<file path="src/rtl/gptw_pkg.sv">
// Shared types and constants for the guest page table walker.
package gptw_pkg;

   localparam int unsigned CSR_INDEX_BITS = 3;
   localparam int unsigned CSR_DATA_BITS  = 64;

   localparam logic [CSR_INDEX_BITS-1:0] CSR_PAGING_MODE   = 3'd0;
   localparam logic [CSR_INDEX_BITS-1:0] CSR_TABLE_ROOT    = 3'd1;
   localparam logic [CSR_INDEX_BITS-1:0] CSR_LARGE_PAGE_EN = 3'd2;
   localparam logic [CSR_INDEX_BITS-1:0] CSR_WRITE_PROTECT = 3'd3;
   localparam logic [CSR_INDEX_BITS-1:0] CSR_NO_EXEC_EN    = 3'd4;
   localparam logic [CSR_INDEX_BITS-1:0] CSR_SMAP_EN       = 3'd5;
   localparam logic [CSR_INDEX_BITS-1:0] CSR_SMEP_EN       = 3'd6;

   localparam logic [1:0] MODE_OFF   = 2'd0;
   localparam logic [1:0] MODE_LONG  = 2'd1;
   localparam logic [1:0] MODE_32BIT = 2'd2;
   localparam logic [1:0] MODE_PAE   = 2'd3;

   localparam logic REQ_START = 1'b0;
   localparam logic REQ_ENTRY = 1'b1;

   localparam logic RSP_READ = 1'b0;
   localparam logic RSP_DONE = 1'b1;

   typedef struct packed {
      logic        req_type;
      logic [63:0] virt_addr;
      logic        access_write;
      logic        access_fetch;
      logic        access_user;
      logic        align_check;
      logic [63:0] entry_data;
      logic        entry_mapped;
   } gptw_req_type;

   typedef struct packed {
      logic        out_kind;
      logic [51:0] read_addr;
      logic        read_narrow;
      logic [63:0] phys_addr;
      logic        fault;
      logic        err_present;
      logic        err_user;
   } gptw_rsp_type;

endpackage

</file>
<file path="src/rtl/guest_page_table_walker.sv">
// Guest page table walker: top level, walk control and result buffering.
// A result is registered into the output register, or into the skid register while rsp stalls.
// Throughput: one input transfer per cycle while req_stall is low; each entry reply is one level.
// req_stall rises only while the output register and the skid register are both full.
// Synchronous reset idles the walk, drops buffered results, clears the CSR registers to 0.
module guest_page_table_walker
   import gptw_pkg::*;
#(
   parameter int unsigned PHYS_ADDR_BITS = 52
) (
   input  logic                      clock,
   input  logic                      reset,
   input  logic                      csr_we,
   input  logic [CSR_INDEX_BITS-1:0] csr_index,
   input  logic [CSR_DATA_BITS-1:0]  csr_wdata,
   input  logic                      req_valid,
   output logic                      req_stall,
   input  gptw_req_type              req_data,
   output logic                      rsp_valid,
   input  logic                      rsp_stall,
   output gptw_rsp_type              rsp_data
);

   localparam int unsigned FRAME_BITS = PHYS_ADDR_BITS - 12;

   logic [1:0]                mode_ff;
   logic [PHYS_ADDR_BITS-1:5] root_ff;
   logic                      pse_ff, wp_ff, nxe_ff, smap_ff, smep_ff;

   logic                  busy_ff, busy_in;
   logic [2:0]            levels_ff, levels_in;
   logic                  pdpt_ff, pdpt_in;
   logic [63:0]           vaddr_ff, vaddr_in;
   logic [3:0]            flags_ff, flags_in;
   logic [FRAME_BITS-1:0] frame_ff, frame_in;
   logic                  ups_ff, ups_in;
   logic                  aw_ff, aw_in;

   gptw_rsp_type rsp_ff, skid_ff;
   logic         rsp_valid_ff, skid_valid_ff;

   logic         accept, push;
   gptw_rsp_type res;

   logic        nar, pse, nxe, wr, fe, us, ac;
   logic [63:0] ent;
   logic [1:0]  lvl_i;
   logic        f_a, f_b, f_c, f_d, aw_n, ups_n, big_page, descend, smap_f, smep_f;
   logic [63:0] low_mask;

   function automatic logic [5:0] level_shift(input logic [1:0] lvl, input logic narrow);
      logic [5:0] sh;
      case (lvl)
         2'd0:    sh = 6'd12;
         2'd1:    sh = narrow ? 6'd22 : 6'd21;
         2'd2:    sh = narrow ? 6'd32 : 6'd30;
         default: sh = narrow ? 6'd42 : 6'd39;
      endcase
      return sh;
   endfunction

   function automatic logic [51:0] level_addr(input logic [FRAME_BITS-1:0] frame,
                                              input logic [63:0] va,
                                              input logic [1:0] lvl,
                                              input logic narrow);
      logic [63:0] s;
      logic [9:0]  idx;
      logic [12:0] off;
      s   = va >> level_shift(lvl, narrow);
      idx = narrow ? s[9:0] : {1'b0, s[8:0]};
      off = narrow ? {1'b0, idx, 2'b00} : {idx, 3'b000};
      return 52'({frame, 12'h000}) + 52'(off);
   endfunction

   assign accept    = req_valid & ~req_stall;
   assign req_stall = skid_valid_ff;
   assign rsp_valid = rsp_valid_ff;
   assign rsp_data  = rsp_ff;

   // entry checks for a reply below the PDPT
   always_comb begin
      nar   = (mode_ff == MODE_32BIT);
      pse   = nar ? pse_ff : 1'b1;
      nxe   = ~nar & nxe_ff;
      wr    = flags_ff[0];
      fe    = flags_ff[1];
      us    = flags_ff[2];
      ac    = flags_ff[3];
      ent   = nar ? {32'h0, req_data.entry_data[31:0]} : req_data.entry_data;
      lvl_i = (levels_ff == 3'd0) ? 2'd0 : 2'(levels_ff - 3'd1);
      f_a   = ~req_data.entry_mapped | ~ent[0];
      aw_n  = (~f_a & ~ent[1]) ? 1'b0 : aw_ff;
      f_b   = f_a | (~ent[1] & wr & (us | wp_ff));
      f_c   = f_b | (fe & nxe & ent[63]);
      ups_n = (~f_c & ~ent[2]) ? 1'b0 : ups_ff;
      f_d   = f_c | (~ent[2] & us);
      big_page = pse & (lvl_i != 2'd0) & ent[7];
      descend = ~f_d & ~big_page & (lvl_i != 2'd0);
      smap_f = smap_ff & ~us & ups_n & (wr ? (~ac | (wp_ff & ~aw_n)) : ~ac);
      smep_f = smep_ff & ~us & ups_n & fe;
      low_mask = (64'd1 << level_shift(lvl_i, nar)) - 64'd1;
   end

   always_comb begin
      busy_in   = busy_ff;
      levels_in = levels_ff;
      pdpt_in   = pdpt_ff;
      vaddr_in  = vaddr_ff;
      flags_in  = flags_ff;
      frame_in  = frame_ff;
      ups_in    = ups_ff;
      aw_in     = aw_ff;
      push      = 1'b0;
      res       = '0;
      if (accept) begin
         if (req_data.req_type == REQ_START) begin
            if (!busy_ff) begin
               push     = 1'b1;
               vaddr_in = req_data.virt_addr;
               flags_in = {req_data.align_check, req_data.access_user,
                           req_data.access_fetch, req_data.access_write};
               ups_in   = 1'b1;
               aw_in    = 1'b1;
               pdpt_in  = 1'b0;
               if (mode_ff == MODE_OFF) begin
                  levels_in     = 3'd0;
                  res.out_kind  = RSP_DONE;
                  res.phys_addr = req_data.virt_addr;
               end else if (mode_ff == MODE_PAE) begin
                  busy_in       = 1'b1;
                  pdpt_in       = 1'b1;
                  levels_in     = 3'd0;
                  res.out_kind  = RSP_READ;
                  res.read_addr = {20'h0, root_ff[31:5], req_data.virt_addr[31:30], 3'b000};
               end else begin
                  busy_in         = 1'b1;
                  frame_in        = root_ff[PHYS_ADDR_BITS-1:12];
                  levels_in       = (mode_ff == MODE_LONG) ? 3'd4 : 3'd2;
                  res.out_kind    = RSP_READ;
                  res.read_narrow = nar;
                  res.read_addr   = level_addr(root_ff[PHYS_ADDR_BITS-1:12],
                                               req_data.virt_addr,
                                               (mode_ff == MODE_LONG) ? 2'd3 : 2'd1, nar);
               end
            end
         end else if (busy_ff) begin
            push = 1'b1;
            if (pdpt_ff) begin
               if (!req_data.entry_mapped || !req_data.entry_data[0]) begin
                  busy_in      = 1'b0;
                  pdpt_in      = 1'b0;
                  levels_in    = 3'd0;
                  res.out_kind = RSP_DONE;
                  res.fault    = 1'b1;
                  res.err_user = flags_ff[2];
               end else begin
                  pdpt_in         = 1'b0;
                  frame_in        = req_data.entry_data[PHYS_ADDR_BITS-1:12];
                  levels_in       = 3'd2;
                  res.out_kind    = RSP_READ;
                  res.read_narrow = nar;
                  res.read_addr   = level_addr(req_data.entry_data[PHYS_ADDR_BITS-1:12],
                                               vaddr_ff, 2'd1, nar);
               end
            end else begin
               aw_in  = aw_n;
               ups_in = ups_n;
               if (descend) begin
                  frame_in        = ent[PHYS_ADDR_BITS-1:12];
                  levels_in       = {1'b0, lvl_i};
                  res.out_kind    = RSP_READ;
                  res.read_narrow = nar;
                  res.read_addr   = level_addr(ent[PHYS_ADDR_BITS-1:12], vaddr_ff,
                                               lvl_i - 2'd1, nar);
               end else begin
                  busy_in      = 1'b0;
                  pdpt_in      = 1'b0;
                  levels_in    = 3'd0;
                  res.out_kind = RSP_DONE;
                  if (f_d || smap_f || smep_f) begin
                     res.fault       = 1'b1;
                     res.err_present = 1'b1;
                     res.err_user    = us;
                  end else begin
                     res.phys_addr = ({12'h0, ent[51:0]} & ~low_mask) | (vaddr_ff & low_mask);
                  end
               end
            end
         end
      end
   end

   always_ff @(posedge clock) begin
      if (reset) begin
         mode_ff  <= MODE_OFF;
         root_ff  <= '0;
         pse_ff   <= 1'b0;
         wp_ff    <= 1'b0;
         nxe_ff   <= 1'b0;
         smap_ff  <= 1'b0;
         smep_ff  <= 1'b0;
      end else if (csr_we) begin
         unique case (csr_index)
            CSR_PAGING_MODE:   mode_ff <= csr_wdata[1:0];
            CSR_TABLE_ROOT:    root_ff <= csr_wdata[PHYS_ADDR_BITS-1:5];
            CSR_LARGE_PAGE_EN: pse_ff  <= csr_wdata[0];
            CSR_WRITE_PROTECT: wp_ff   <= csr_wdata[0];
            CSR_NO_EXEC_EN:    nxe_ff  <= csr_wdata[0];
            CSR_SMAP_EN:       smap_ff <= csr_wdata[0];
            CSR_SMEP_EN:       smep_ff <= csr_wdata[0];
            default: ;
         endcase
      end
   end

   always_ff @(posedge clock) begin
      if (reset) begin
         busy_ff   <= 1'b0;
         levels_ff <= 3'd0;
         pdpt_ff   <= 1'b0;
         vaddr_ff  <= '0;
         flags_ff  <= '0;
         frame_ff  <= '0;
         ups_ff    <= 1'b1;
         aw_ff     <= 1'b1;
      end else begin
         busy_ff   <= busy_in;
         levels_ff <= levels_in;
         pdpt_ff   <= pdpt_in;
         vaddr_ff  <= vaddr_in;
         flags_ff  <= flags_in;
         frame_ff  <= frame_in;
         ups_ff    <= ups_in;
         aw_ff     <= aw_in;
      end
   end

   // output register plus skid register
   always_ff @(posedge clock) begin
      if (reset) begin
         rsp_valid_ff  <= 1'b0;
         skid_valid_ff <= 1'b0;
      end else if (!rsp_valid_ff || !rsp_stall) begin
         if (skid_valid_ff) begin
            rsp_valid_ff  <= 1'b1;
            skid_valid_ff <= 1'b0;
         end else begin
            rsp_valid_ff <= push;
         end
      end else if (push) begin
         skid_valid_ff <= 1'b1;
      end
   end

   always_ff @(posedge clock) begin
      if (!rsp_valid_ff || !rsp_stall) begin
         rsp_ff <= skid_valid_ff ? skid_ff : res;
      end else if (push) begin
         skid_ff <= res;
      end
   end

   a_skid_needs_rsp: assert property (@(posedge clock) disable iff (reset)
      skid_valid_ff |-> rsp_valid_ff) else $error("skid holds data with output empty");

   a_skid_drains: assert property (@(posedge clock) disable iff (reset)
      skid_valid_ff |=> rsp_valid_ff) else $error("result lost from skid");

   a_pdpt_busy: assert property (@(posedge clock) disable iff (reset)
      pdpt_ff |-> busy_ff) else $error("PDPT phase while idle");

   a_idle_clean: assert property (@(posedge clock) disable iff (reset)
      !busy_ff |-> (levels_ff == 3'd0)) else $error("levels left while idle");

   a_levels_range: assert property (@(posedge clock) disable iff (reset)
      levels_ff <= 3'd4) else $error("level count out of range");

endmodule

</file>
<file path="config.mk">
export PLATFORM = sky130hd
export DESIGN_NAME = guest_page_table_walker
export DESIGN_NICKNAME = d
export VERILOG_FILES = /design/src/rtl/gptw_pkg.sv /design/src/rtl/guest_page_table_walker.sv
export SDC_FILE = /design/constraint.sdc
export NUM_CORES = 1
export LEC_CHECK = 0
export BUFFER_PORTS_ARGS = -buffer_cell sky130_fd_sc_hd__buf_4
export CELL_PAD_IN_SITES_DETAIL_PLACEMENT = 0
export CELL_PAD_IN_SITES_GLOBAL_PLACEMENT = 1
export CORE_AREA = 5 5 249 251
export DETAILED_ROUTE_END_ITERATION = 10
export DIE_AREA = 0 0 254 256
export PLACE_DENSITY = 0.71
export SLEW_MARGIN = 10
export SYNTH_ARGS = -nofsm -noshare
export SYNTH_HDL_FRONTEND = slang
export SYNTH_SLANG_ARGS = --single-unit
export TNS_END_PERCENT = 10
</file>
<file path="constraint.sdc">
create_clock -name clock -period 11.76 [get_ports clock]
set_clock_uncertainty 0.15 [all_clocks]
set_input_delay 1.764 -clock clock [delete_from_list [all_inputs] [get_ports clock]]
set_output_delay 1.764 -clock clock [all_outputs]
set_load 0.05 [all_outputs]
</file>
==> results.yml <==
run_status:
  status: "finished, final reports clean"
setup_path:
  critPathKind: "reg2reg"
  reg2reg_from: "levels_ff[1]"
  cp_max_fo: 48
  cp-end-kind: "register"
  r2r_cells: 14
  crit_path_frequent_cell: "a221o_1"
  required_ns: 11.95
  arrival_ns: 5.88
  r2r_end: "rsp_data[78]"
  cp-start-kind: "register"
  ff2ff_setup_slack_ns: 6.07
  slowest_delay_ns: 0.83
  crit_path_cell_trace: "nand2_1 -> o21ai_2 -> inv_2 -> ha_1 -> buf_4 -> inv_1 -> o221a_2 -> o21a_2 -> nor2_1 -> a221o_1 -> a221oi_1 -> nor3_1 -> a221o_1 -> a21o_1"
  slowest_stage: "o21a_2"
sta:
  period_needed_ns: 5.69
  setup_viol: 0
  rsz0062_at_grt: "no"
  tightest_slew_ns: 1.11
  period_share: 0.484
  max_freq_mhz: 176
  hold_violations: 0
  whs_ns: 0.299
  tns_ns: 0
  slew_violations: 0
  maxSlewHeadroom: 0.255
yosys:
  ys_top_cells_by_area: "edfxtp_1 (31%), dfxtp_1 (11%), nand2_1 (7.7%)"
  synth_area_leader_cell: "edfxtp_1"
  netlist_area_mm2: 0.0229
  synth.most_common_cell: "nand2_1"
  synth_area_per_cell_um2: 8.74
  syn_inst: 2614
  yosysWarnings: 0
  synth_top_area_share: 0.313
  synth_seq_cells: 369
  synth-main-ff-cell: "edfxtp_1"
  synth_cell_types: 96
  synth_edf_count: 238
  synthArstFlopShare: 0
  ys_seq_area_frac: 0.427
  ys_top_cells_by_count: "nand2_1 (469), a21oi_1 (272), edfxtp_1 (238)"
place:
  gp_congestion: 0.937
  dpl.hpwl_um: 71200
  numPortBuffers: 300
worst_hold_path:
  hold_class: "reg2reg"
  min_delay_worst_endpoint: "ups_ff"
  whs_path_depth: 2
  hp-start: "ups_ff"
global_routing:
  grtUsageMet1: 0.419
  overflow: 0
  antenna_found_initial: 9
  gr-usage-met3: 0.0589
  grt_pass1_vias: 20716
  top_usage_layer: "met2"
  track_usage: 0.282
  met2_usage: 0.423
  grt_max_degree: 115
  grt_pass1_wl_um: 141000
clock_network:
  cts_tree: "built"
  postCtsSetupBuffers: 0
  clk_latency_ns: 0.59
  clock_path_buffers: 3
  cts_root_buf: "clkbuf_16"
  cts.sinks: 369
  cts.htree.levels: 2
  ctsResizeCount: 0
  cts_buffers: 41
  cts_hold_buf: 0
  path_clk_slew_ns: 0.07
power_and_ir_drop:
  clkPwrFrac: 0.397
  peakVddDrop_mv: 0.103
  p_comb_frac: 0.168
  p_sw_w: 0.00100
  p_int_w: 0.00239
  switching_share: 0.295
  p_leak_nw: 10.9
  p_per_area_mw_per_mm2: 126
  seqPwrFrac: 0.436
die:
  die_w_um: 254
  start_util: 0.383
  ioPinCount: 329
  rows: 90
  core-area_mm2: 0.0597
  dieArea_mm2: 0.0650
  chipHeight_um: 256
cells_and_area:
  drive_gt1_frac: 0.171
  final_nets: 3018
  areaGrowthSynthToFinish_pct: 17.9
  nFillCells: 5890
route:
  drcViolationCount: 0
  dr.pass1.iters: 6
  vias: 21975
  drtAntennaViolNets: 0
  routed_wl_um: 96800
  routed_via_density: 6.09
  routedWlPerCell_um: 26.8
  detail_route.iter0.violations: 2438
job:
  drv_cap: 0
==> per-layer routing <==
| layer | vias up | wire, um |
|---|---|---|
| li1 | 9984 | - |
| met1 | 10858 | 44100 |
| met2 | 978 | 42000 |
| met3 | 147 | 8290 |
| met4 | 8 | 2330 |
| met5 | - | 65 |
==> critical path, delay by kind of cell (launching register included) <==
kind / cells / cell delay (ns)
buf+inv: 3 / 0.85
fa+ha+maj: 1 / 0.30
flops: 1 / 0.72
simple gates: 3 / 0.66
compound gates: 7 / 2.72
==> logic make-up after synthesis <==
logic type | count (synthesis) | synth area share
adder cells (fa/ha/maj) | 23 | 0.0126
AO/OA/AOI/OAI | 872 | 0.245
AND/OR/NAND/NOR | 919 | 0.182
XOR/XNOR | 45 | 0.0172
multiplexers | 145 | 0.0715
other | 2 | 0.000329
buffers and inverters | 239 | 0.0445
flip-flops | 369 | 0.427
==> registers in the layout, indices dropped and copies added (netlist names), 2 cells and up <==
| signal | count |
|---|---|
| root_ff | 47 |
| mode_ff | 2 |
| rsp_data | 119 |
| skid_ff | 119 |
| flags_ff | 4 |
| levels_ff | 3 |
| vaddr_ff | 64 |
==> worst max path at each step <==
| stage | from | to | slack (ns) | cells past startpoint |
|---|---|---|---|---|
| 6_report | levels_ff[1] | rsp_data[78] | 6.07 | 14 |
| 5_1_grt | levels_ff[0] | rsp_data[78] | 5.81 | 13 |
| 4_1_cts | levels_ff[2] | rsp_data[78] | 6.21 | 14 |
| 3_5_place_dp | levels_ff[2] | rsp_data[78] | 6.24 | 14 |
| 3_3_place_gp | levels_ff[0] | rsp_data[78] | 6.25 | 14 |
| 2_1_floorplan | rsp_stall | skid_ff[0] | 1.25 | 2 |
==> metrics by stage <==
step                       util  std cells  instance area [um2]  setup slack, ns  total power [W]
after global routing      0.451       3607                26900             5.81          0.00350
after floorplan               -       2618                22900             1.25          0.00183
final                     0.452       3611                27000             6.07          0.00339
after CTS                 0.451       3604                26900             6.21          0.00341
after detailed placement  0.428       3528                25500             6.24          0.00206
after global placement    0.428       3528                25500             6.25          0.00206
==> cell type report <==
class / instances / area (um2) / area share
Timing Repair Buffer: 337 / 2540 / 0.0943
Inverter: 30 / 115 / 0.00427
Tap cell: 782 / 978 / 0.0363
Clock buffer: 49 / 1090 / 0.0403
Clock inverter: 27 / 298 / 0.0110
Antenna cell: 7 / 17.5 / 0.000650
Sequential cell: 369 / 9770 / 0.363
Multi-Input combinational cell: 2010 / 12100 / 0.450
==> power by group through the flow <==
stage	clock network [W]	registers (W)	logic, W
after CTS	0.00137	0.00148	0.000562
after detailed placement	0	0.00150	0.000560
after floorplan	0	0.00159	0.000241
final	0.00135	0.00148	0.000569
after global routing	0.00142	0.00148	0.000600
after global placement	0	0.00150	0.000558
==> layout by cell type (no fill, tap or decap), types with 45 or more instances in the layout <==
cell,instances
a21oi_1,272
a21o_1,120
dfxtp_1,130
nor3_1,45
nand3_1,62
a211oi_1,52
o21ai_0,159
buf_4,336
mux2i_1,109
nor2_1,146
nand2_1,467
o22ai_1,54
edfxtp_1,238
(Power assumes the default switching activity.)
